## src/design/twtl_pkg.sv

```systemverilog
package twtl_pkg;

   // Mode codes
   localparam logic [2:0] MODE_INIT       = 3'd0;
   localparam logic [2:0] MODE_RED        = 3'd1;
   localparam logic [2:0] MODE_GREEN      = 3'd2;
   localparam logic [2:0] MODE_YELLOW     = 3'd3;
   localparam logic [2:0] MODE_SET_RED    = 3'd4;
   localparam logic [2:0] MODE_SET_GREEN  = 3'd5;
   localparam logic [2:0] MODE_SET_YELLOW = 3'd6;
   localparam logic [2:0] MODE_MANUAL     = 3'd7;

   // Lamp colors
   localparam logic [1:0] COLOR_OFF    = 2'd0;
   localparam logic [1:0] COLOR_RED    = 2'd1;
   localparam logic [1:0] COLOR_GREEN  = 2'd2;
   localparam logic [1:0] COLOR_YELLOW = 2'd3;

   // Pedestrian state codes
   localparam logic [1:0] WALK_IDLE  = 2'd0;
   localparam logic [1:0] WALK_RED   = 2'd1;
   localparam logic [1:0] WALK_GREEN = 2'd2;

   // Mode report codes
   localparam logic [2:0] MRPT_NONE       = 3'd0;
   localparam logic [2:0] MRPT_SET_RED    = 3'd1;
   localparam logic [2:0] MRPT_SET_GREEN  = 3'd2;
   localparam logic [2:0] MRPT_SET_YELLOW = 3'd3;
   localparam logic [2:0] MRPT_MANUAL     = 3'd4;
   localparam logic [2:0] MRPT_AUTO_RED   = 3'd5;

   // Configuration register indexes
   localparam logic [1:0] CSR_RED_DEFAULT    = 2'd0;
   localparam logic [1:0] CSR_GREEN_DEFAULT  = 2'd1;
   localparam logic [1:0] CSR_YELLOW_DEFAULT = 2'd2;

   // Duration limits
   localparam logic [4:0] DUR_WRAP      = 5'd10;
   localparam logic [3:0] WALK_MIN_LEFT = 4'd3;

   localparam logic [3:0] RED_DEFAULT_RST    = 4'd5;
   localparam logic [3:0] GREEN_DEFAULT_RST  = 4'd3;
   localparam logic [3:0] YELLOW_DEFAULT_RST = 4'd2;

   typedef struct packed {
      logic [3:0] red;
      logic [3:0] green;
      logic [3:0] yellow;
   } defaults_type;

   typedef struct packed {
      logic       tick;
      logic       mode_press;
      logic       adjust_press;
      logic       manual_press;
      logic       walk_press;
   } item_type;

   typedef struct packed {
      logic [2:0] mode;
      logic [3:0] phase_count;
      logic [3:0] red_time;
      logic [3:0] green_time;
      logic [3:0] yellow_time;
      logic [2:0] manual_color;
      logic [1:0] head2_hold;
      logic [1:0] walk_state;
      logic       tick_pending;
      logic       mode_pending;
      logic       walk_pending;
   } state_type;

   typedef struct packed {
      logic [3:0] mode_report_value;
      logic [2:0] mode_report;
      logic [3:0] adjusted_value;
      logic       adjust_report;
      logic [1:0] tick_report;
      logic [3:0] countdown;
      logic [2:0] mode_now;
      logic [1:0] walk_color;
      logic [1:0] head2_color;
      logic [1:0] head1_color;
   } result_type;

endpackage

```

## src/design/twtl_step.sv

```systemverilog
module twtl_step (
   input  twtl_pkg::state_type    state_cur,
   input  twtl_pkg::defaults_type defaults,
   input  twtl_pkg::item_type     item,
   output twtl_pkg::state_type    state_nxt,
   output twtl_pkg::result_type   result
);

   // Pedestrian may cross while cross traffic is held
   function automatic logic walk_allowed(input twtl_pkg::state_type s);
      walk_allowed = (s.mode == twtl_pkg::MODE_RED && s.phase_count >= twtl_pkg::WALK_MIN_LEFT) ||
                     s.mode == twtl_pkg::MODE_SET_RED ||
                     (s.mode == twtl_pkg::MODE_MANUAL &&
                      (s.manual_color == 3'd1 || s.manual_color == 3'd3));
   endfunction

   function automatic logic walk_must_stop(input twtl_pkg::state_type s);
      walk_must_stop = s.mode == twtl_pkg::MODE_GREEN || s.mode == twtl_pkg::MODE_SET_GREEN ||
                       (s.mode == twtl_pkg::MODE_MANUAL && s.manual_color == 3'd2);
   endfunction

   // Add one second to a duration, wrap back to one
   function automatic logic [3:0] bump(input logic [3:0] v);
      logic [4:0] sum;
      sum = {1'b0, v} + 5'd1;
      bump = (sum >= twtl_pkg::DUR_WRAP) ? 4'd1 : sum[3:0];
   endfunction

   twtl_pkg::state_type  s;
   twtl_pkg::result_type r;
   logic [2:0]           next_mode;

   always_comb begin
      s         = state_cur;
      r         = '0;
      next_mode = twtl_pkg::MODE_RED;

      // Latch the sticky requests
      s.tick_pending = s.tick_pending | item.tick;
      s.mode_pending = s.mode_pending | item.mode_press;
      s.walk_pending = s.walk_pending | item.walk_press;

      // First beat after reset: load durations, start auto red
      if (s.mode == twtl_pkg::MODE_INIT) begin
         s.red_time     = defaults.red;
         s.green_time   = defaults.green;
         s.yellow_time  = defaults.yellow;
         s.phase_count  = defaults.red;
         s.tick_pending = 1'b0;
         r.tick_report  = twtl_pkg::COLOR_RED;
         s.mode         = twtl_pkg::MODE_RED;
      end

      if (s.mode == twtl_pkg::MODE_RED || s.mode == twtl_pkg::MODE_GREEN ||
          s.mode == twtl_pkg::MODE_YELLOW) begin
         // Auto countdown
         r.head1_color = s.mode[1:0];
         if (s.mode == twtl_pkg::MODE_RED) begin
            s.head2_hold = (s.phase_count >= s.yellow_time) ? twtl_pkg::COLOR_GREEN
                                                            : twtl_pkg::COLOR_YELLOW;
         end else begin
            s.head2_hold = twtl_pkg::COLOR_RED;
         end
         if (s.tick_pending) begin
            s.tick_pending = 1'b0;
            if (s.phase_count != 4'd0) begin
               s.phase_count = s.phase_count - 4'd1;
            end
            if (s.phase_count == 4'd0) begin
               next_mode = (s.mode == twtl_pkg::MODE_YELLOW) ? twtl_pkg::MODE_RED
                                                             : s.mode + 3'd1;
               case (next_mode)
                  twtl_pkg::MODE_RED:   s.phase_count = s.red_time;
                  twtl_pkg::MODE_GREEN: s.phase_count = s.green_time;
                  default:              s.phase_count = s.yellow_time;
               endcase
               s.mode = next_mode;
            end
            r.tick_report = s.mode[1:0];
         end
         if (s.mode_pending) begin
            s.mode_pending      = 1'b0;
            s.mode              = twtl_pkg::MODE_SET_RED;
            r.mode_report       = twtl_pkg::MRPT_SET_RED;
            r.mode_report_value = s.red_time;
         end
      end else if (s.mode == twtl_pkg::MODE_SET_RED || s.mode == twtl_pkg::MODE_SET_GREEN ||
                   s.mode == twtl_pkg::MODE_SET_YELLOW) begin
         // Duration setting
         next_mode     = s.mode - 3'd3;
         r.head1_color = next_mode[1:0];
         if (item.adjust_press) begin
            r.adjust_report = 1'b1;
            case (s.mode)
               twtl_pkg::MODE_SET_RED: begin
                  s.red_time       = bump(s.red_time);
                  r.adjusted_value = s.red_time;
               end
               twtl_pkg::MODE_SET_GREEN: begin
                  s.green_time     = bump(s.green_time);
                  r.adjusted_value = s.green_time;
               end
               default: begin
                  s.yellow_time    = bump(s.yellow_time);
                  r.adjusted_value = s.yellow_time;
               end
            endcase
         end
         if (s.mode_pending) begin
            s.mode_pending = 1'b0;
            case (s.mode)
               twtl_pkg::MODE_SET_RED: begin
                  r.mode_report       = twtl_pkg::MRPT_SET_GREEN;
                  r.mode_report_value = s.green_time;
               end
               twtl_pkg::MODE_SET_GREEN: begin
                  r.mode_report       = twtl_pkg::MRPT_SET_YELLOW;
                  r.mode_report_value = s.yellow_time;
               end
               default: begin
                  r.mode_report       = twtl_pkg::MRPT_MANUAL;
                  r.mode_report_value = 4'd0;
               end
            endcase
            s.mode = s.mode + 3'd1;
         end
      end else begin
         // Manual stepping of head 1
         r.head1_color = s.manual_color[1:0];
         if (item.manual_press) begin
            s.manual_color = s.manual_color + 3'd1;
         end
         if (s.manual_color > 3'd3 || s.manual_color == 3'd0) begin
            s.manual_color = 3'd1;
         end else if (s.mode_pending) begin
            s.mode_pending      = 1'b0;
            s.mode              = twtl_pkg::MODE_RED;
            s.phase_count       = s.red_time;
            r.mode_report       = twtl_pkg::MRPT_AUTO_RED;
            r.mode_report_value = s.red_time;
         end
      end

      // Pedestrian signal, sees the updated mode and count
      case (s.walk_state)
         twtl_pkg::WALK_GREEN: begin
            r.walk_color = twtl_pkg::COLOR_GREEN;
            if (walk_must_stop(s)) begin
               s.walk_state = twtl_pkg::WALK_IDLE;
            end
         end
         twtl_pkg::WALK_RED: begin
            r.walk_color = twtl_pkg::COLOR_RED;
            if (walk_allowed(s)) begin
               s.walk_state = twtl_pkg::WALK_GREEN;
            end
         end
         default: begin
            r.walk_color = twtl_pkg::COLOR_OFF;
            s.walk_state = twtl_pkg::WALK_IDLE;
            if (s.walk_pending) begin
               s.walk_pending = 1'b0;
               s.walk_state   = walk_allowed(s) ? twtl_pkg::WALK_GREEN : twtl_pkg::WALK_RED;
            end
         end
      endcase

      r.head2_color = s.head2_hold;
      r.mode_now    = s.mode;
      r.countdown   = s.phase_count;

      state_nxt = s;
      result    = r;
   end

endmodule

```

## src/design/two_way_traffic_light_controller_top.sv

```systemverilog
// Two-way traffic light controller with pedestrian request.
//
// Input stream (req_): one beat per step, carrying the one-second tick and
// the mode, adjust, manual and walk buttons. Output stream (rsp_): one beat
// per input beat with both head colors, the walk light, the mode, the
// countdown and the tick, adjust and mode reports.
// Configuration (csr_): red, green and yellow default durations, picked up
// on the first step after reset; indexes above the list are dropped.
//
// Latency: a result beat is valid the cycle after its input beat is taken.
// Throughput: one beat per cycle; the whole step is one pass of logic from
// the state registers into the state and output registers.
// The output register holds one result; while it is full and the receiver
// stalls, req_tready falls, and it rises again in the cycle the result is
// taken, so a new beat enters alongside the handoff.
// Reset clears the state to the initial mode, empties the output register
// and restores the default durations to 5, 3 and 2 seconds.
module two_way_traffic_light_controller_top (
   input  logic        clock,
   input  logic        reset,
   // req_tdata: tick, mode_press, adjust_press, manual_press, walk_press, zero fill
   input  logic        req_tvalid,
   output logic        req_tready,
   input  logic [7:0]  req_tdata,
   // rsp_tdata: head1_color, head2_color, walk_color, mode_now, countdown,
   // tick_report, adjust_report, adjusted_value, mode_report,
   // mode_report_value, zero fill
   output logic        rsp_tvalid,
   input  logic        rsp_tready,
   output logic [31:0] rsp_tdata,
   input  logic        csr_we,
   input  logic [1:0]  csr_index,
   input  logic [3:0]  csr_wdata
);

   twtl_pkg::defaults_type defaults_ff;
   twtl_pkg::state_type    state_ff;
   twtl_pkg::state_type    state_in;
   twtl_pkg::result_type   result_ff;
   twtl_pkg::result_type   result_in;
   twtl_pkg::item_type     item;
   logic                   rsp_valid_ff;
   logic                   req_take;

   // Unpack the input beat
   assign item.tick         = req_tdata[0];
   assign item.mode_press   = req_tdata[1];
   assign item.adjust_press = req_tdata[2];
   assign item.manual_press = req_tdata[3];
   assign item.walk_press   = req_tdata[4];

   assign req_tready = !rsp_valid_ff || rsp_tready;
   assign req_take   = req_tvalid && req_tready;

   twtl_step u_step (
      .state_cur (state_ff),
      .defaults  (defaults_ff),
      .item      (item),
      .state_nxt (state_in),
      .result    (result_in)
   );

   // Configuration registers
   always_ff @(posedge clock) begin
      if (reset) begin
         defaults_ff.red    <= twtl_pkg::RED_DEFAULT_RST;
         defaults_ff.green  <= twtl_pkg::GREEN_DEFAULT_RST;
         defaults_ff.yellow <= twtl_pkg::YELLOW_DEFAULT_RST;
      end else if (csr_we) begin
         case (csr_index)
            twtl_pkg::CSR_RED_DEFAULT:    defaults_ff.red    <= csr_wdata;
            twtl_pkg::CSR_GREEN_DEFAULT:  defaults_ff.green  <= csr_wdata;
            twtl_pkg::CSR_YELLOW_DEFAULT: defaults_ff.yellow <= csr_wdata;
            default: ;
         endcase
      end
   end

   // Advance the controller state on each accepted beat
   always_ff @(posedge clock) begin
      if (reset) begin
         state_ff.mode         <= twtl_pkg::MODE_INIT;
         state_ff.phase_count  <= 4'd0;
         state_ff.red_time     <= 4'd0;
         state_ff.green_time   <= 4'd0;
         state_ff.yellow_time  <= 4'd0;
         state_ff.manual_color <= {1'b0, twtl_pkg::COLOR_RED};
         state_ff.head2_hold   <= twtl_pkg::COLOR_OFF;
         state_ff.walk_state   <= twtl_pkg::WALK_IDLE;
         state_ff.tick_pending <= 1'b0;
         state_ff.mode_pending <= 1'b0;
         state_ff.walk_pending <= 1'b0;
      end else if (req_take) begin
         state_ff <= state_in;
      end
   end

   // Output register: load on accept, drop when taken
   always_ff @(posedge clock) begin
      if (reset) begin
         rsp_valid_ff <= 1'b0;
      end else if (req_take) begin
         rsp_valid_ff <= 1'b1;
      end else if (rsp_tready) begin
         rsp_valid_ff <= 1'b0;
      end
   end

   always_ff @(posedge clock) begin
      if (req_take) begin
         result_ff <= result_in;
      end
   end

   assign rsp_tvalid = rsp_valid_ff;
   assign rsp_tdata  = {5'd0, result_ff};

   // Once started the controller never returns to the initial mode
   assert property (@(posedge clock) disable iff (reset)
      state_ff.mode != twtl_pkg::MODE_INIT |=> state_ff.mode != twtl_pkg::MODE_INIT)
      else $error("controller fell back to initial mode");

   // Manual color always normalized to red, green or yellow
   assert property (@(posedge clock) disable iff (reset)
      state_ff.manual_color == 3'd1 || state_ff.manual_color == 3'd2 ||
      state_ff.manual_color == 3'd3)
      else $error("manual color out of range");

   // Pedestrian state never takes the unused code
   assert property (@(posedge clock) disable iff (reset)
      state_ff.walk_state != 2'd3)
      else $error("walk state took unused code");

   // Every accepted beat yields a result beat next cycle
   assert property (@(posedge clock) disable iff (reset)
      req_take |=> rsp_valid_ff)
      else $error("accepted beat produced no result");

endmodule
```

## config.mk

```make
export PLATFORM = sky130hd
export DESIGN_NAME = two_way_traffic_light_controller_top
export DESIGN_NICKNAME = d
export VERILOG_FILES = /design/src/design/twtl_pkg.sv /design/src/design/twtl_step.sv /design/src/design/two_way_traffic_light_controller_top.sv
export SDC_FILE = /design/constraint.sdc
export NUM_CORES = 1
export LEC_CHECK = 0
export BUFFER_PORTS_ARGS = -buffer_cell sky130_fd_sc_hd__buf_2
export CORE_ASPECT_RATIO = 0.8
export CORE_MARGIN = 5
export CORE_UTILIZATION = 60
export CTS_CLUSTER_SIZE = 16
export DETAILED_ROUTE_END_ITERATION = 8
export HOLD_SLACK_MARGIN = 0.03
export PLACE_DENSITY = 0.88
export SYNTH_ARGS = -nofsm -noshare
export SYNTH_HDL_FRONTEND = slang
export SYNTH_HIERARCHICAL = 1
export SYNTH_SLANG_ARGS = --single-unit
```

## constraint.sdc

```tcl
create_clock -name clock -period 4.4 [get_ports clock]
set_input_delay 1.1 -clock clock [delete_from_list [all_inputs] [get_ports clock]]
set_output_delay 1.1 -clock clock [all_outputs]
set_load 0.01 [all_outputs]
```

==> results.txt <==
- The flow ran to the end, and the final reports show no timing, DRC or antenna violations.
* Post-synth top flop: dfxtp_1
* Multi-input combinational cell area: 2993 µm²
- Clock Tree Root: clkbuf_8
- Worst Tran Pin Value: 1.163 ns
- The H-tree generated during clock tree synthesis spans 3 levels.
- Global placement routability congestion: 0.9549
* Initial antenna violation count: 0
- Leakage power of the design: 0.002156 µW
- The worst hold path terminates at defaults_ff[6]$_SDFFE_PP0P_.
- The die is 91.95 µm tall.
- Fin. max-slew vios: 0
- Maximum fanout along the worst path: 7
* Number of design-rule violations left by the first detailed-router iteration: 471
* Synthesized cell area: 5036 µm²
- In this run the most critical hold path is launched from defaults_ff[6]$_SDFFE_PP0P_.
* Pin count of the biggest net entering global routing: 60
- The total overflow left after global routing is 0.
- The worst path needs 4.221 ns of the cycle, external delays included.
- Adding up every negative setup slack in the final design gives 0 ns.
- TritonCTS built the clock tree.
- The completed layout was analyzed and its total power is 2721 µW.
- The clock drives 69 sinks.
- By startpoint and endpoint, the worst setup path is classified as reg -> reg.
* Sequential standard cell area: 1652 µm²
* Share of synthesized area occupied by flip-flops and latches: 0.3280
- Post-CTS setup buffers: 0
- The final hold violation count came to 0.
- After legalization and detailed placement, the total HPWL measured 9616 µm.
- Number of primary I/O pins: 53
- Number of placement rows: 29
- In the routed layout, each cell is associated on average with a via count of 6.421.
- Area growth from synthesis to layout: 7.826%
* Core region area: 8055 µm²
- Ratio of cells with drive above 1 in the final layout: 0.1949
* MaxCap Viol Count: 0
- First-pass iteration count of the detailed router: 5
- Number of warnings reported in the yosys synthesis log: 6
* Cells after synthesis: 591
- In this run, distinct cell masters in the synthesized netlist total 73.
- Leaving out fill and tap cells, the most frequent cell in the layout is nor2_1.
- The number of global-route vias before repair was 4163.
* Worst hold slack: 0.5202 ns
- Initial Util: 0.6252
* Max VDD drop: 323.7 µV
- Setup violations, final: 0
- First-pass GRT wire length: 21270 µm
* Kind of path behind the tightest hold check: reg -> reg
- Worst endpoint required time: 4.58 ns
- After routing the design area is 5430 µm².
* Endpoint arrival time on the critical path: 4.40 ns
* Number of antenna diodes: 0
- Type of element capturing the critical path: register
- Number of flops mapped to enable cells by yosys: 27
* Timing-limited maximum frequency: 236.9 MHz
* TritonCTS buffer count: 9
- Overall via count from detail_route: 4713
- The net count of the finished layout is 658.
- Post-layout utilization of the core: 0.6741
* Clock latency on the worst-skew pair: 0.35 ns
* Buffers from clock root to sink, at most: 2
- Residual DRC count: 0
* Capture instance of the worst register-to-register path: state_ff[3]$_SDFFE_PP0P_
* Worst reg-to-reg setup slack: 0.18 ns
- The detail route stage leaves a number of antenna-violating nets equal to 0.
* Per-instance average area after synthesis: 8.521 µm²
- Counting the fill cells in the layout gives 682.
- Routed length per placed instance: 18.02 µm
* Sort of element at the start of the critical path: register
* Total Routed Length: 13230 µm
* Number of gates given a new drive strength after cts: 0
- The floorplan step set the die width to 112.4 µm.
- Power density relative to cell area: 501.1 nW/µm²
* Path depth of the worst reg2reg path: 14
- Summing all placed instances gives a cell area of 5255 µm².
* Hold Path Stages: 2
- The number of hold buffers added after CTS was 0.
- Dividing the final minimum period by the clock period gives 0.9592.
- Setup repair after global routing left no endpoint under its margin.
- Top library cells by usage in the layout, fill and taps aside: nor2_1, buf_2, nand2_1
- In the global route stage, overall resource usage came out at 0.2510.
* Quantity of I/O buffers inserted on ports: 44
* Worst R2R Start: state_ff[28]$_SDFFE_PP0P_
- The synthesized design contains 69 register bits.
- Die area: 10340 µm²
- In the synthesized netlist the async set-or-reset flop fraction comes to 0.
- CTS clock-pin slew for the worst setup and hold paths: 0.08 ns
- Relative slew slack: 0.2248
* Worst setup skew after layout: 0.008722 ns
[routing by layer]
layer	part of all wire	global-route usage
met4	0.014	0.06106
met2	0.44	0.3750
met1	0.44	0.3735
met3	0.11	0.04803
met5	0	0
[cell families after synthesis]
logic type	after synthesis	share of synthesized area
AOI/OAI and AO/OA	187	0.2783
xor gates and xnor gates	5	0.008695
adders and majority gates	18	0.04472
buffers and inverters	77	0.08074
DFF	69	0.3280
muxes	24	0.04969
other	1	0.0007446
and+or+nand+nor	210	0.2092
[layout make-up]
| class | instances | area share |
|---|---|---|
| Tap cell | 108 | 0.02488 |
| Multi-Input combinational cell | 449 | 0.5512 |
| Clock buffer | 10 | 0.02350 |
| Inverter | 28 | 0.01935 |
| Timing Repair Buffer | 64 | 0.06820 |
| Sequential cell | 69 | 0.3041 |
| Clock inverter | 6 | 0.008756 |
[how the worst max path moves through the flow]
| stage | startpoint | end | slack (ns) |
|---|---|---|---|
| final | state_ff[28]$_SDFFE_PP0P_ | state_ff[3]$_SDFFE_PP0P_ | 0.18 |
| after CTS | state_ff[27]$_SDFFE_PP0P_ | state_ff[3]$_SDFFE_PP0P_ | 0.29 |
| after global routing | state_ff[28]$_SDFFE_PP0P_ | state_ff[3]$_SDFFE_PP0P_ | 0.06 |
| after floorplan | state_ff[27]$_SDFFE_PP0P_ | state_ff[3]$_SDFFE_PP0P_ | 0.41 |
| after detailed placement | state_ff[28]$_SDFFE_PP0P_ | state_ff[3]$_SDFFE_PP0P_ | 0.32 |
| after global placement | state_ff[28]$_SDFFE_PP0P_ | state_ff[3]$_SDFFE_PP0P_ | 0.46 |
[stage by stage]
stage / std cells / worst slack, ns
final: 734 / 0.1793
after global routing: 734 / 0.05629
after CTS: 734 / 0.2910
after detailed placement: 718 / 0.3226
after global placement: 718 / 0.4602
after floorplan: 595 / 0.4068
[cells in the mapped netlist, types with 3 or more instances]
library cell	n	area share
inv_1	25	0.019
nand3_1	41	0.041
o221ai_1	4	0.0070
buf_6	6	0.013
o22ai_1	13	0.016
o21ai_1	4	0.0040
mux2_2	4	0.0089
clkbuf_1	12	0.0089
o22a_1	3	0.0052
nor2b_1	10	0.012
a21oi_1	32	0.032
nor3b_1	3	0.0045
nand2b_1	12	0.015
o21ai_0	22	0.022
xnor2_1	4	0.0070
o211ai_1	3	0.0045
a211oi_1	6	0.0089
nor4_1	3	0.0037
a21oi_2	28	0.049
ha_1	18	0.045
a21bo_1	28	0.056
o21a_1	3	0.0045
mux2i_1	19	0.038
a31oi_1	5	0.0062
edfxtp_1	27	0.16
a2111oi_0	3	0.0052
buf_2	16	0.016
nor2_1	48	0.036
and3_1	6	0.0075
or3_1	6	0.0075
buf_4	14	0.021
nor3_1	20	0.020
nand2_1	44	0.033
dfxtp_1	42	0.17
a21o_1	5	0.0075
[worst max-delay path: stages, from the launching register on]
cell	delay, ns
dfxtp_1	0.39
or3_1	0.41
a21oi_1	0.30
ha_1	0.32
nand2b_1	0.17
o221ai_1	0.17
o32ai_2	0.54
mux2_4	0.36
or3_1	0.42
and2_4	0.21
nor3_1	0.20
a31oi_1	0.09
a221o_1	0.33
nand3_1	0.09
a21oi_2	0.07
[power breakdown]
part / internal (µW) / leakage (µW) / total, µW / switching, µW
registers: 776 / 0.000607 / 829 / 52.5
clock network: 208 / 0.0000868 / 467 / 258
logic: 543 / 0.00146 / 1430 / 882
[registers in the layout, summed over array words and instances (netlist names)]
name and count:
rsp_tvalid 1, defaults_ff 12, rsp_tdata 27, state_ff 29
Power figures use the tool's default switching activity.
